<file path="config.mk">
export PLATFORM = sky130hd
export DESIGN_NAME = modbus_style_frame_receiver
export DESIGN_NICKNAME = d
export VERILOG_FILES = /design/src/msfr_pkg.sv /design/src/msfr_parser.sv /design/src/modbus_style_frame_receiver.sv
export VERILOG_INCLUDE_DIRS = /design/src /design/src/src
export SDC_FILE = /design/constraint.sdc
export NUM_CORES = 1
export LEC_CHECK = 0
export BUFFER_PORTS_ARGS = -buffer_cell sky130_fd_sc_hd__buf_2
export CORE_MARGIN = 4
export CORE_UTILIZATION = 46
export CTS_CLUSTER_SIZE = 14
export DETAILED_ROUTE_END_ITERATION = 12
export GPL_TIMING_DRIVEN = 0
export PLACE_DENSITY = 0.75
export SLEW_MARGIN = 0
export SYNTH_ARGS = -nofsm -noshare
export SYNTH_HDL_FRONTEND = slang
export SYNTH_SLANG_ARGS = --single-unit
</file>
<file path="constraint.sdc">
create_clock -name i_clk -period 4.6 [get_ports i_clk]
set_input_delay 0.23 -clock i_clk [delete_from_list [all_inputs] [get_ports i_clk]]
set_output_delay 0.23 -clock i_clk [all_outputs]
set_load 0.02 [all_outputs]
</file>
<file path="src/modbus_style_frame_receiver_macros.svh">
// -----------------------------------------------------------------------------
// modbus_style_frame_receiver_macros.svh
// assertion shorthands shared by the frame receiver modules
// -----------------------------------------------------------------------------
`ifndef MODBUS_STYLE_FRAME_RECEIVER_MACROS_SVH
`define MODBUS_STYLE_FRAME_RECEIVER_MACROS_SVH

// same-cycle check, clocked on i_clk, off while i_rst_n is low
`define MSFR_ASSERT(name, ante, cons, msg) \
    name: assert property (@(posedge i_clk) disable iff (!i_rst_n) (ante) |-> (cons)) \
        else $error(msg);

// next-cycle check, clocked on i_clk, off while i_rst_n is low
`define MSFR_ASSERT_NEXT(name, ante, cons, msg) \
    name: assert property (@(posedge i_clk) disable iff (!i_rst_n) (ante) |=> (cons)) \
        else $error(msg);

`endif

</file>
<file path="src/msfr_pkg.sv">
// -----------------------------------------------------------------------------
// msfr_pkg
// shared types, event codes and the crc-16 byte update
// -----------------------------------------------------------------------------
`timescale 1ns / 1ps

package msfr_pkg;

    // largest frame buffer the parser is sized for
    localparam int MAX_FRAME = 256;
    // a frame holds at most this many bytes (position must stay below it)
    localparam int FRAME_CAP = (MAX_FRAME < 255) ? MAX_FRAME : 255;

    localparam logic [7:0]  RESET_STATION = 8'h01;
    localparam logic [15:0] CRC_INIT      = 16'hFFFF;
    localparam logic [15:0] CRC_POLY      = 16'hA001;

    // function codes
    localparam logic [7:0] FC_READ     = 8'h04;
    localparam logic [7:0] FC_WRITE    = 8'h10;
    localparam logic [7:0] FC_EXCEPT   = 8'h90;
    localparam logic [7:0] FC_SET_ADDR = 8'h07;

    // result event codes
    localparam logic [2:0] EV_PROGRESS     = 3'd0;
    localparam logic [2:0] EV_OK           = 3'd1;
    localparam logic [2:0] EV_ADDR_CHANGED = 3'd2;
    localparam logic [2:0] EV_CRC_BAD      = 3'd3;
    localparam logic [2:0] EV_LEARNED      = 3'd4;
    localparam logic [2:0] EV_DISCARDED    = 3'd5;
    localparam logic [2:0] EV_OVERFLOW     = 3'd6;

    typedef struct packed {
        logic [2:0] event_res;
        logic       byte_stored;
        logic [7:0] byte_position;
        logic [7:0] byte_value;
        logic [7:0] frame_length;
        logic       turnaround;
        logic [7:0] station_address;
    } t_result;

    // modbus crc-16, reflected, one byte per call
    function automatic logic [15:0] crc16_byte(input logic [15:0] crc, input logic [7:0] b);
        logic [15:0] c;
        c = crc ^ {8'h00, b};
        for (int i = 0; i < 8; i++) begin
            if (c[0]) begin
                c = (c >> 1) ^ CRC_POLY;
            end else begin
                c = c >> 1;
            end
        end
        return c;
    endfunction

endpackage

</file>
<file path="src/msfr_parser.sv">
// -----------------------------------------------------------------------------
// msfr_parser
// frame parse state, crc check and per-byte result decode
// -----------------------------------------------------------------------------
`timescale 1ns / 1ps

`include "modbus_style_frame_receiver_macros.svh"

module msfr_parser (
    input  logic               i_clk,
    input  logic               i_rst_n,
    input  logic               i_cfg_we,
    input  logic [7:0]         i_cfg_wdata,
    input  logic               i_accept,
    input  logic [7:0]         i_rx_byte,
    output msfr_pkg::t_result  o_result
);

    typedef enum logic [8:0] {
        S_IDLE   = 9'b000000001,
        S_FUNC   = 9'b000000010,
        S_THIRD  = 9'b000000100,
        S_B3     = 9'b000001000,
        S_B4     = 9'b000010000,
        S_B5     = 9'b000100000,
        S_CRC_LO = 9'b001000000,
        S_CRC_HI = 9'b010000000,
        S_COUNT  = 9'b100000000
    } t_step;

    t_step       r_step,      n_step;
    logic [7:0]  r_position,  n_position;
    logic [7:0]  r_remaining, n_remaining;
    logic [7:0]  r_func,      n_func;
    logic [7:0]  r_third,     n_third;
    logic [15:0] r_crc,       n_crc;
    logic [7:0]  r_crc_lo,    n_crc_lo;
    logic [7:0]  r_station,   n_station;
    logic        r_learned,   n_learned;

    logic        store;
    logic        go_idle;
    logic        complete;
    logic [15:0] crc_base;
    logic [15:0] crc_next;
    logic [15:0] crc_got;

    assign crc_base = (r_step == S_IDLE) ? msfr_pkg::CRC_INIT : r_crc;
    assign crc_next = msfr_pkg::crc16_byte(crc_base, i_rx_byte);
    assign crc_got  = {i_rx_byte, r_crc_lo};

    always_comb begin
        n_step      = r_step;
        n_position  = r_position;
        n_remaining = r_remaining;
        n_func      = r_func;
        n_third     = r_third;
        n_crc       = r_crc;
        n_crc_lo    = r_crc_lo;
        n_station   = r_station;
        n_learned   = r_learned;
        store       = 1'b0;
        go_idle     = 1'b0;
        complete    = 1'b0;
        o_result    = '0;
        o_result.event_res = msfr_pkg::EV_PROGRESS;

        unique case (r_step)
            S_IDLE: begin
                if (i_rx_byte == r_station) begin
                    store = 1'b1;
                end else if (!r_learned) begin
                    n_station          = i_rx_byte;
                    n_learned          = 1'b1;
                    o_result.event_res = msfr_pkg::EV_LEARNED;
                    go_idle            = 1'b1;
                end else begin
                    o_result.event_res = msfr_pkg::EV_DISCARDED;
                    go_idle            = 1'b1;
                end
            end
            S_FUNC: begin
                if (i_rx_byte == msfr_pkg::FC_READ || i_rx_byte == msfr_pkg::FC_WRITE ||
                    i_rx_byte == msfr_pkg::FC_EXCEPT || i_rx_byte == msfr_pkg::FC_SET_ADDR) begin
                    store = 1'b1;
                end else begin
                    o_result.event_res = msfr_pkg::EV_DISCARDED;
                    go_idle            = 1'b1;
                end
            end
            S_THIRD, S_B3, S_B4, S_B5, S_CRC_LO, S_CRC_HI, S_COUNT: begin
                store = 1'b1;
            end
            default: begin
                o_result.event_res = msfr_pkg::EV_DISCARDED;
                go_idle            = 1'b1;
            end
        endcase

        // frame would run past the buffer
        if (store && (r_position >= 8'(msfr_pkg::FRAME_CAP))) begin
            o_result.event_res = msfr_pkg::EV_OVERFLOW;
            go_idle            = 1'b1;
            store              = 1'b0;
        end

        if (store) begin
            o_result.byte_stored   = 1'b1;
            o_result.byte_position = r_position;
            o_result.byte_value    = i_rx_byte;
            n_position             = r_position + 8'd1;
            unique case (r_step)
                S_IDLE: begin
                    n_crc  = crc_next;
                    n_step = S_FUNC;
                end
                S_FUNC: begin
                    n_crc  = crc_next;
                    n_func = i_rx_byte;
                    n_step = S_THIRD;
                end
                S_THIRD: begin
                    n_crc   = crc_next;
                    n_third = i_rx_byte;
                    if (r_func == msfr_pkg::FC_READ) begin
                        n_remaining = i_rx_byte;
                        n_step      = S_COUNT;
                    end else if (r_func == msfr_pkg::FC_WRITE) begin
                        n_step = S_B3;
                    end else begin
                        n_step = S_CRC_LO;
                    end
                end
                S_B3: begin
                    n_crc  = crc_next;
                    n_step = S_B4;
                end
                S_B4: begin
                    n_crc  = crc_next;
                    n_step = S_B5;
                end
                S_B5: begin
                    n_crc  = crc_next;
                    n_step = S_CRC_LO;
                end
                S_COUNT: begin
                    n_crc = crc_next;
                    if (r_remaining <= 8'd1) begin
                        n_step = S_CRC_LO;
                    end else begin
                        n_remaining = r_remaining - 8'd1;
                    end
                end
                S_CRC_LO: begin
                    n_crc_lo = i_rx_byte;
                    n_step   = S_CRC_HI;
                end
                S_CRC_HI: begin
                    complete              = 1'b1;
                    o_result.frame_length = r_position + 8'd1;
                    if (crc_got != r_crc) begin
                        o_result.event_res = msfr_pkg::EV_CRC_BAD;
                    end else if (r_func == msfr_pkg::FC_SET_ADDR) begin
                        n_station          = r_third;
                        o_result.event_res = msfr_pkg::EV_ADDR_CHANGED;
                    end else begin
                        o_result.event_res = msfr_pkg::EV_OK;
                    end
                    o_result.turnaround = (r_func != msfr_pkg::FC_SET_ADDR);
                    go_idle             = 1'b1;
                end
                default: begin
                    go_idle = 1'b1;
                end
            endcase
        end

        if (go_idle) begin
            n_step     = S_IDLE;
            n_position = 8'd0;
        end

        o_result.station_address = n_station;
    end

    always_ff @(posedge i_clk) begin
        if (!i_rst_n) begin
            r_step      <= S_IDLE;
            r_position  <= 8'd0;
            r_remaining <= 8'd0;
            r_func      <= 8'd0;
            r_third     <= 8'd0;
            r_crc       <= msfr_pkg::CRC_INIT;
            r_crc_lo    <= 8'd0;
            r_station   <= msfr_pkg::RESET_STATION;
            r_learned   <= 1'b0;
        end else if (i_cfg_we) begin
            r_station <= i_cfg_wdata;
        end else if (i_accept) begin
            r_step      <= n_step;
            r_position  <= n_position;
            r_remaining <= n_remaining;
            r_func      <= n_func;
            r_third     <= n_third;
            r_crc       <= n_crc;
            r_crc_lo    <= n_crc_lo;
            r_station   <= n_station;
            r_learned   <= n_learned;
        end
    end

    `MSFR_ASSERT(a_idle_pos_zero, r_step == S_IDLE, r_position == 8'd0, "idle with open frame")
    `MSFR_ASSERT(a_busy_pos_set, r_step != S_IDLE, r_position != 8'd0, "frame open at position zero")
    `MSFR_ASSERT(a_complete_len, i_accept && complete,
        o_result.frame_length != 8'd0 && o_result.byte_stored, "completed frame without length")

endmodule

</file>
<file path="src/modbus_style_frame_receiver.sv">
// -----------------------------------------------------------------------------
// modbus_style_frame_receiver
// byte-wise modbus-style frame parser with crc-16 check and address learning
// -----------------------------------------------------------------------------
//  channel  | direction | handshake                  | word
//  ---------+-----------+----------------------------+---------------------------
//  rx       | in        | i_rx_valid / o_rx_stall    | i_rx_byte
//  res      | out       | o_res_valid / i_res_stall  | event, byte echo, length,
//           |           |                            | turnaround, station
//  cfg      | in        | i_cfg_we (no wait)         | i_cfg_wdata (initial station)
//
//  one word per cycle unless rx is stalled: each rx word is decoded and the parse state
//  updated in the cycle it is accepted; its result is registered in the result register,
//  or in the skid slot while res is stalled; synchronous active-low reset clears the parse
//  state and loads station 1; a two-deep output stage (result register plus skid)
//  keeps rx flowing while res is stalled; rx stalls only once both are full
// -----------------------------------------------------------------------------
`timescale 1ns / 1ps

`include "modbus_style_frame_receiver_macros.svh"

module modbus_style_frame_receiver (
    input  logic       i_clk,
    input  logic       i_rst_n,
    // configuration
    input  logic       i_cfg_we,
    input  logic [7:0] i_cfg_wdata,
    // received bytes
    input  logic       i_rx_valid,
    output logic       o_rx_stall,
    input  logic [7:0] i_rx_byte,
    // results
    output logic       o_res_valid,
    input  logic       i_res_stall,
    output logic [2:0] o_event_res,
    output logic       o_byte_stored,
    output logic [7:0] o_byte_position,
    output logic [7:0] o_byte_value,
    output logic [7:0] o_frame_length,
    output logic       o_turnaround,
    output logic [7:0] o_station_address
);

    logic              rx_accept;
    logic              out_take;
    logic              out_free;
    msfr_pkg::t_result result;

    logic              r_out_valid,  n_out_valid;
    logic              r_skid_valid, n_skid_valid;
    msfr_pkg::t_result r_out,        n_out;
    msfr_pkg::t_result r_skid,       n_skid;

    // rx is held off only when the skid slot is occupied
    assign o_rx_stall = r_skid_valid;
    assign rx_accept  = i_rx_valid & ~r_skid_valid;
    assign out_take   = r_out_valid & ~i_res_stall;
    assign out_free   = ~r_out_valid | out_take;

    msfr_parser u_parser (
        .i_clk       (i_clk),
        .i_rst_n     (i_rst_n),
        .i_cfg_we    (i_cfg_we),
        .i_cfg_wdata (i_cfg_wdata),
        .i_accept    (rx_accept),
        .i_rx_byte   (i_rx_byte),
        .o_result    (result)
    );

    // output register and skid slot steering
    always_comb begin
        n_out_valid  = r_out_valid;
        n_skid_valid = r_skid_valid;
        n_out        = r_out;
        n_skid       = r_skid;
        if (out_free) begin
            if (r_skid_valid) begin
                // drain the skid word first, rx is stalled this cycle
                n_out        = r_skid;
                n_out_valid  = 1'b1;
                n_skid_valid = 1'b0;
            end else if (rx_accept) begin
                n_out       = result;
                n_out_valid = 1'b1;
            end else begin
                n_out_valid = 1'b0;
            end
        end else if (rx_accept) begin
            // result register held by a stalled consumer, park in skid
            n_skid       = result;
            n_skid_valid = 1'b1;
        end
    end

    always_ff @(posedge i_clk) begin
        if (!i_rst_n) begin
            r_out_valid  <= 1'b0;
            r_skid_valid <= 1'b0;
        end else begin
            r_out_valid  <= n_out_valid;
            r_skid_valid <= n_skid_valid;
        end
    end

    // payload words carry no reset
    always_ff @(posedge i_clk) begin
        r_out  <= n_out;
        r_skid <= n_skid;
    end

    assign o_res_valid       = r_out_valid;
    assign o_event_res       = r_out.event_res;
    assign o_byte_stored     = r_out.byte_stored;
    assign o_byte_position   = r_out.byte_position;
    assign o_byte_value      = r_out.byte_value;
    assign o_frame_length    = r_out.frame_length;
    assign o_turnaround      = r_out.turnaround;
    assign o_station_address = r_out.station_address;

    `MSFR_ASSERT(a_skid_behind_out, r_skid_valid, r_out_valid, "skid word without output word")
    `MSFR_ASSERT_NEXT(a_skid_fills, r_out_valid && i_res_stall && !r_skid_valid && i_rx_valid,
        r_skid_valid, "accepted word lost while output stalled")
    `MSFR_ASSERT(a_turn_has_len, o_res_valid && o_turnaround,
        o_frame_length != 8'd0, "turnaround without frame length")

endmodule

</file>
==> results of run 1 <==
## synthesized netlist by cell type (2+ instances only)
cell	n	share of area
clkbuf_1	27	0.014
buf_2	16	0.011
edfxtp_1	74	0.30
nand4_1	7	0.0060
nand3_1	12	0.0082
nor4b_1	2	0.0024
nor2_1	69	0.035
and3_1	17	0.015
xor2_1	42	0.050
nand2_1	58	0.030
nor3_1	11	0.0075
o221a_2	3	0.0046
o21ai_0	39	0.027
nor2b_1	5	0.0043
nor3b_1	3	0.0031
o211ai_1	11	0.011
a21oi_1	20	0.014
xnor2_1	28	0.034
or3_1	5	0.0043
a31oi_1	5	0.0043
nor4_2	2	0.0034
a21o_1	3	0.0031
nand4b_1	3	0.0036
mux2i_1	30	0.041
a41oi_1	2	0.0024
a211oi_4	2	0.0055
inv_1	16	0.0082
nor4_1	8	0.0068
mux2_2	28	0.043
buf_4	2	0.0021
and2_1	18	0.015
nor3_4	2	0.0044
nand2b_1	11	0.0094
o31ai_1	10	0.010
dfxtp_1	76	0.21
ha_1	3	0.0051
## worst max-delay path: cells and delay by family, from the launching register on
family             cells  cell delay, ns
AOI/OAI and AO/OA      1            0.56
muxes                  3            0.99
DFF                    1            0.38
and+or+nand+nor        2            0.91
## final cells by class
cell class / count / area, sq um / share of cell area
Buffer: 46 / 200.2 / 0.02362
Clock buffer: 17 / 425.4 / 0.05019
Clock inverter: 15 / 141.4 / 0.01668
Inverter: 16 / 60.06 / 0.007086
Multi-Input combinational cell: 482 / 3326 / 0.3924
Sequential cell: 150 / 3744 / 0.4417
Tap cell: 211 / 264.0 / 0.03115
Timing Repair Buffer: 57 / 315.3 / 0.03720
## logic make-up (layout without fill, tap and decap cells)
logic type | after synthesis | count (layout) | synth area share
multiplexers | 58 | 58 | 0.08420
buffers and inverters | 62 | 151 | 0.03560
AND/OR/NAND/NOR | 242 | 242 | 0.1727
XOR/XNOR | 72 | 72 | 0.09019
AO/OA/AOI/OAI | 107 | 107 | 0.1001
adder cells (fa/ha/maj) | 3 | 3 | 0.005135
flip-flops | 150 | 150 | 0.5121
## metrics by stage
step | cells | worst slack [ns] | hold slack (ns) | power [W] | utilization
floorplan | 694 | 1.099 | 0.3927 | 0.001665 | -
global placement | 960 | 0.1472 | 0.4708 | 0.001741 | 0.5107
detailed placement | 962 | 1.539 | 0.4697 | 0.001748 | 0.5145
CTS | 994 | 1.517 | 0.06784 | 0.003076 | 0.5514
global route | 994 | 1.390 | 0.07611 | 0.003152 | 0.5514
finish | 994 | 1.504 | 0.08733 | 0.003046 | 0.5514
## power by group through the flow
stage                     registers, W  logic (W)  clock network (W)
final                          0.00146   0.000262            0.00132
after global routing           0.00146   0.000285            0.00140
after CTS                      0.00146   0.000262            0.00136
after detailed placement       0.00149   0.000260                  0
after global placement         0.00149   0.000252                  0
after floorplan                0.00152   0.000147                  0
## routing by layer
metal	vias to the layer above	wire, um	GRT usage	part of all wire
met2	182	7693	0.2956	0.48
met1	2520	7232	0.2426	0.45
met5	-	0	0	0
met3	32	990	0.04801	0.061
li1	2608	-	-	-
met4	0	278	0.07805	0.017
## path summary, 6_finish.rpt
kind | from | cells past startpoint | to | slack, ns
min | i_cfg_wdata[0] | 3 | u_parser.r_station[0] | 0.09
max reg2reg | u_parser.r_step[2] | 6 | o_station_address[0] | 1.50
max | u_parser.r_step[2] | 6 | o_station_address[0] | 1.50
min reg2reg | u_parser.r_func[5] | 1 | u_parser.r_func[5] | 0.48
==> flow_summary.ini, run 1 <==
[outcome]
status = completed

[sta]
relSlewSlack = 0.5035
worstMarginPinSlew_ns = 0.7345
period_minus_slack_ns = 3.096
rsz0062_at_grt = no
slew_viol_final = 0
finClkSkew_ns = 0.01084
min_period_over_period = 0.6731
hold_violations = 0
fmax_mhz = 323.0
tns_ns = 0
setup_viol = 0

[worst_setup_path]
crit_type = reg2reg
crit_slowest_cell = nor4_4
cpMostUsedCell = mux2_2
cp_max_fo = 9
crit_path_end_kind = register
cp-start-kind = register
crit_chain = nor4_4 -> nand3_2 -> a211oi_4 -> mux2_2 -> mux2_2 -> mux2_2
crit_required_ns = 4.77
arrival_ns = 3.27
slowest_delay_ns = 0.57

[detailed_routing]
drt-total-wl_mm = 16.20
routedWlPerCell_um = 16.29
first_pass_iters = 5
drc = 0
vias_per_cell = 5.374
num_vias = 5342
drt_iter0_markers = 417
final_antenna_net_count = 0

[placement]
placedInstanceArea_sq_mm = 0.007909
dp_hpwl_mm = 11.40
finalWeightedCongestion = 0.8919
port_buffers = 55

[pwr]
p_sw_w = 0.0007513
leakagePower_nw = 3.244
ir_worst_vdd_uv = 276.2
internal_power_w = 0.002294
seqPwrFrac = 0.479
p_sw_frac = 0.2467
clkPwrFrac = 0.435
p_per_area_mw_per_mm2 = 359.3
combPwrFrac = 0.086

[clock_network]
clkTransAtPathRegs_ns = 0.06
cts_setup_buffers = 0
root_buffer = clkbuf_16
cts_made_buffers = 17
htreeDepth = 4
clk_latency_ns = 0.43
cts.sinks = 150
cts_hold_buf = 0
post_cts_resized = 0
max-clock-path-buffers = 2
cts_tree = done

[logic_synthesis]
syn_nets = 718
synth_area_sq_mm = 0.007311
synth-main-ff-cell = dfxtp_1
synth-edff-count = 74
ys_seq_area_frac = 0.5121
yosysUniqueCellTypes = 60
ys_warn_count = 0
synth_seq_cells = 150
synthArstFlopShare = 0
synth_cells = 694
avgSynthCellArea_sq_um = 10.53

[grt]
antenna_found_initial = 0
grt_pass1_wl_mm = 26.46
grt_use_total = 0.1859
first_global_vias = 5171
grt_start_max_net_pins = 37
overflow = 0

[floorplan]
fp.dieArea_sq_mm = 0.01797
die_h_um = 134.1
num_io_pins = 60
coreArea_sq_mm = 0.01537
dieWidth_um = 134.1
start_util = 0.4756
rows = 45

[layout]
largestRegisters = r_skid: 37 flops, u_parser.r_crc: 16 flops, u_parser.r_step: 9 flops
nets = 794
nFillCells = 1324
largest_reg_flops = 37
regMostFlops = r_skid
layout_commonest_cell = dfxtp_1
final_cell_mix = 76 x dfxtp_1, 74 x edfxtp_1, 71 x buf_2, 68 x nor2_1, 58 x nand2_1
drive_above_1_share = 0.1980
antennaDiodeCount = 0
design_area_sq_mm = 0.008476
area.growth.synth_to_final_pct = 15.93

[job]
cap_violations = 0

[hold_path]
hold_path.class = in2reg
Note: power is estimated with default switching activity, not from simulation.
==> run 2: changes to the inputs <==
==> constraint.sdc (replaced) <==
create_clock -name i_clk -period 3 [get_ports i_clk]
set_input_delay 0.15 -clock i_clk [delete_from_list [all_inputs] [get_ports i_clk]]
set_output_delay 0.15 -clock i_clk [all_outputs]
set_load 0.02 [all_outputs]
==> flow_summary.ini, run 2 (synthesis gave the netlist of run 1 again) <==
[worst_setup_path]
crit_chain = clkbuf_1 -> nor4_4 -> nand3_2 -> a211oi_4 -> buf_4 -> mux2_2 -> mux2_2 -> mux2_2
cp-start-kind = register
crit_type = reg2reg
crit_slowest_cell = nor4_4
cpMostUsedCell = mux2_2
slowest_delay_ns = 0.46
arrival_ns = 3.09
crit_path_end_kind = register
cp_max_fo = 9
crit_required_ns = 3.17

[sta]
worstMarginPinSlew_ns = 0.6119
finClkSkew_ns = 0.006689
slew_viol_final = 0
period_minus_slack_ns = 2.921
relSlewSlack = 0.5883
hold_violations = 0
fmax_mhz = 342.3
rsz0062_at_grt = yes
min_period_over_period = 0.9738
whs_ns = 0.04729
setup_ws_ns = 0.07861
setup_viol = 0

[layout]
area.growth.synth_to_final_pct = 17.99
nets = 802
drive_above_1_share = 0.2073
layout_commonest_cell = dfxtp_1
largest_reg_flops = 37
nFillCells = 1343
antennaDiodeCount = 0
final_cell_mix = 76 x dfxtp_1, 74 x edfxtp_1, 71 x buf_2, 68 x nor2_1, 58 x nand2_1
largestRegisters = r_skid: 37 flops, u_parser.r_crc: 16 flops, u_parser.r_step: 9 flops
regMostFlops = r_skid

[clock_network]
cts_tree = done
max-clock-path-buffers = 2
clk_latency_ns = 0.42
htreeDepth = 4
cts_made_buffers = 17
root_buffer = clkbuf_16
clkTransAtPathRegs_ns = 0.06
cts.sinks = 150

[grt]
antenna_found_initial = 0
grt_use_total = 0.1905
grt_start_max_net_pins = 34
overflow = 0
first_global_vias = 5280
grt_pass1_wl_mm = 27.03

[floorplan]
start_util = 0.4756
coreArea_sq_mm = 0.01537
rows = 45
fp.dieArea_sq_mm = 0.01797
die_h_um = 134.1
num_io_pins = 60
dieWidth_um = 134.1

[placement]
dp_hpwl_mm = 11.56
port_buffers = 55
finalWeightedCongestion = 0.8883
dp_slack_ns = -0.04897

[hold_path]
hold_path.class = in2reg

[detailed_routing]
final_antenna_net_count = 0
first_pass_iters = 5
vias_per_cell = 5.432
drt_iter0_markers = 394
drc = 0
num_vias = 5443
routedWlPerCell_um = 16.63
drt-total-wl_mm = 16.66

[pwr]
leakagePower_nw = 3.311
p_per_area_mw_per_mm2 = 574.8
ir_worst_vdd_uv = 412.6

[outcome]
status = completed

[job]
cap_violations = 0
## run 2: cell types whose count changed in the layout (fill, tap and decap cells not counted), sizes merged
cell | previous run | this run
buf | 76 | 83
dlygate4sd3 | 0 | 1
clkinvlp | 3 | 2
clkbuf | 44 | 46
inv | 23 | 16
clkinv | 4 | 6
bufinv | 1 | 5
## run 2: area by class of cell
| class | count | area, sq um | share of cell area |
|---|---|---|---|
| multi-input cells | 482 | 3341 | 0.3873 |
| repair buffers | 65 | 377.9 | 0.04381 |
| flip-flops and latches | 150 | 3744 | 0.4340 |
| clock buffers | 19 | 432.9 | 0.05019 |
| well taps | 211 | 264.0 | 0.03061 |
| clock inverters | 13 | 206.4 | 0.02393 |
| inverters | 16 | 60.06 | 0.006963 |
| plain buffers | 46 | 200.2 | 0.02321 |
## run 2: timing repair
| item | 4_1_cts | 5_1_grt |
|---|---|---|
| pin swaps | 1 | 3 |
| buffers inserted | 2 | 5 |
| hold buffers | 1 | 0 |
| hold endpoints to repair | 1 | 0 |
| resized for setup | 0 | 3 |
| setup endpoints to repair | 3 | 50 |
## run 2: final timing paths
| check | startpoint | endpoint | slack, ns | depth (start not counted) |
|---|---|---|---|---|
| worst max-delay path | u_parser.r_step[7] | o_station_address[0] | 0.08 | 8 |
| worst max register to register | u_parser.r_step[7] | o_station_address[0] | 0.08 | 8 |
| worst min register to register | u_parser.r_func[5] | u_parser.r_func[5] | 0.48 | 1 |
| worst min-delay path | i_cfg_wdata[5] | u_parser.r_station[5] | 0.05 | 3 |
## run 2: power breakdown
part           switching (W)  leakage, nW  internal (W)  total [W]
logic               0.000258         1.70      0.000154   0.000413
clock network       0.000835        0.307       0.00147    0.00231
registers          0.0000238         1.30       0.00221    0.00224
## run 2: metal layers
layer  global-route usage  wire length (um)
met5                    0                 0
met4              0.08314               329
met3              0.03713               937
met2               0.3085              8029
met1               0.2501              7365
## run 2: through the flow
step	util	total power [W]	std cells	setup TNS, ns	cell area [sq um]
after global routing	0.5612	0.005096	1002	-0.01919	8626
after CTS	0.5578	0.004972	997	0	8573
after floorplan	-	0.002552	694	0	7315
after global placement	0.5109	0.002668	960	-40.88	7854
final	0.5612	0.004958	1002	0	8626
after detailed placement	0.5145	0.002680	962	-0.04897	7909
## run 2: critical path: cells and delay by family (launching register included)
kind,cells,cell delay (ns)
multiplexers,3,0.92
buffers and inverters,2,0.37
AND/OR/NAND/NOR,2,0.78
flip-flops,1,0.29
AO/OA/AOI/OAI,1,0.31
==> run 3: changes to the inputs <==
--- a/config.mk
+++ b/config.mk
@@ -12,6 +12,7 @@
 export CTS_CLUSTER_SIZE = 14
 export DETAILED_ROUTE_END_ITERATION = 12
 export GPL_TIMING_DRIVEN = 0
+export MAX_ROUTING_LAYER = met4
 export PLACE_DENSITY = 0.75
 export SLEW_MARGIN = 0
 export SYNTH_ARGS = -nofsm -noshare
==> flow_summary.ini, run 3 (synthesis gave the netlist of run 1 again) <==
[outcome]
status = completed

[placement]
finalWeightedCongestion = 0.9033
dp_hpwl_mm = 11.56
port_buffers = 55
dp_slack_ns = -0.04897

[floorplan]
num_io_pins = 60
start_util = 0.4756
fp.dieArea_sq_mm = 0.01797
dieWidth_um = 134.1
rows = 45
coreArea_sq_mm = 0.01537
die_h_um = 134.1

[worst_setup_path]
cp-start-kind = register
reg2reg_from = u_parser.r_step[7]
crit_type = reg2reg
cp_max_fo = 9
crit_path_end_kind = register
crit_required_ns = 3.18
startpoint = u_parser.r_step[7]
arrival_ns = 3.10

[detailed_routing]
drt_iter0_markers = 409
final_antenna_net_count = 0
routedWlPerCell_um = 16.71
drt-total-wl_mm = 16.74
drc = 0
vias_per_cell = 5.416
first_pass_iters = 5
num_vias = 5427

[sta]
period_minus_slack_ns = 2.926
min_period_over_period = 0.9753
fmax_mhz = 341.8
rsz0062_at_grt = yes
hold_violations = 0
relSlewSlack = 0.5829
slew_viol_final = 0
finClkSkew_ns = 0.009983
setup_viol = 0
worstMarginPinSlew_ns = 0.6200
setup_ws_ns = 0.07416

[grt]
overflow = 0
first_global_vias = 5283
grt_pass1_wl_mm = 27.01
antenna_found_initial = 0
grt_use_total = 0.1959
grt_start_max_net_pins = 34

[clock_network]
clkTransAtPathRegs_ns = 0.06
clk_latency_ns = 0.43
htreeDepth = 4
cts_made_buffers = 17
cts_tree = done
cts.sinks = 150
max-clock-path-buffers = 2
root_buffer = clkbuf_16

[layout]
layout_commonest_cell = dfxtp_1
nFillCells = 1343
largestRegisters = r_skid: 37 flops, u_parser.r_crc: 16 flops, u_parser.r_step: 9 flops
antennaDiodeCount = 0
regMostFlops = r_skid
drive_above_1_share = 0.2073
final_cell_mix = 76 x dfxtp_1, 74 x edfxtp_1, 71 x buf_2, 68 x nor2_1, 58 x nand2_1
finish.utilization = 0.5612
area.growth.synth_to_final_pct = 17.99
nets = 802
largest_reg_flops = 37

[pwr]
leakagePower_nw = 3.311
p_per_area_mw_per_mm2 = 575.5
ir_worst_vdd_uv = 420.9

[hold_path]
hold_path.class = in2reg
min_from = i_cfg_wdata[5]

[job]
cap_violations = 0
## run 3: final timing paths
kind                            to  slack [ns]  depth (start not counted)
max           o_station_address[0]        0.07                          8
min          u_parser.r_station[5]        0.04                          3
max reg2reg   o_station_address[0]        0.07                          8
min reg2reg     u_parser.r_func[5]        0.49                          1
## run 3: final cells by class
type                       instances  area [sq um]  area share
tap                              211         264.0     0.03061
inverter                          16         60.06    0.006963
multi-input combinational        482          3341      0.3873
buffer                            46         200.2     0.02321
clock inverter                    13         206.4     0.02393
sequential                       150          3744      0.4340
timing repair buffer              65         377.9     0.04381
clock buffer                      19         432.9     0.05019
## run 3: metrics by stage
stage	hold slack (ns)	cell area (sq um)	power (W)	TNS [ns]	cells
CTS	0.03580	8573	0.004972	0	997
detailed placement	0.4269	7909	0.002680	-0.04897	962
global route	0.05928	8626	0.005095	-0.01917	1002
finish	0.03941	8626	0.004964	0	1002
floorplan	0.3127	7315	0.002552	0	694
global placement	0.4197	7854	0.002668	-40.88	960
## run 3: power breakdown
part / internal [W] / switching [W] / total, W
clock network: 0.00147 / 0.000841 / 0.00231
logic: 0.000154 / 0.000259 / 0.000413
registers: 0.00221 / 0.0000241 / 0.00224
total: 0.00384 / 0.00112 / 0.00496
## run 3: routing by layer
| metal | wire length [um] | track usage |
|---|---|---|
| met1 | 7634 | 0.2501 |
| met3 | 768 | 0.03638 |
| met2 | 7965 | 0.3083 |
| met5 | 0 | - |
| met4 | 372 | 0.08314 |
## run 3: worst max-delay path, stage by stage (launching register included)
cell	delay [ns]
dfxtp_1	0.29
clkbuf_1	0.19
nor4_4	0.46
nand3_2	0.32
a211oi_4	0.31
buf_4	0.18
mux2_2	0.33
mux2_2	0.31
mux2_2	0.28
## run 3: timing repair
| action | CTS | global route |
|---|---|---|
| buffers inserted | 2 | 5 |
| gates resized for setup | 0 | 3 |
| pin swaps | 1 | 3 |
| endpoints found under the hold margin | 1 | 0 |
| hold buffers | 1 | 0 |
| gates cloned | 0 | 0 |
| setup endpoints to repair | 3 | 50 |
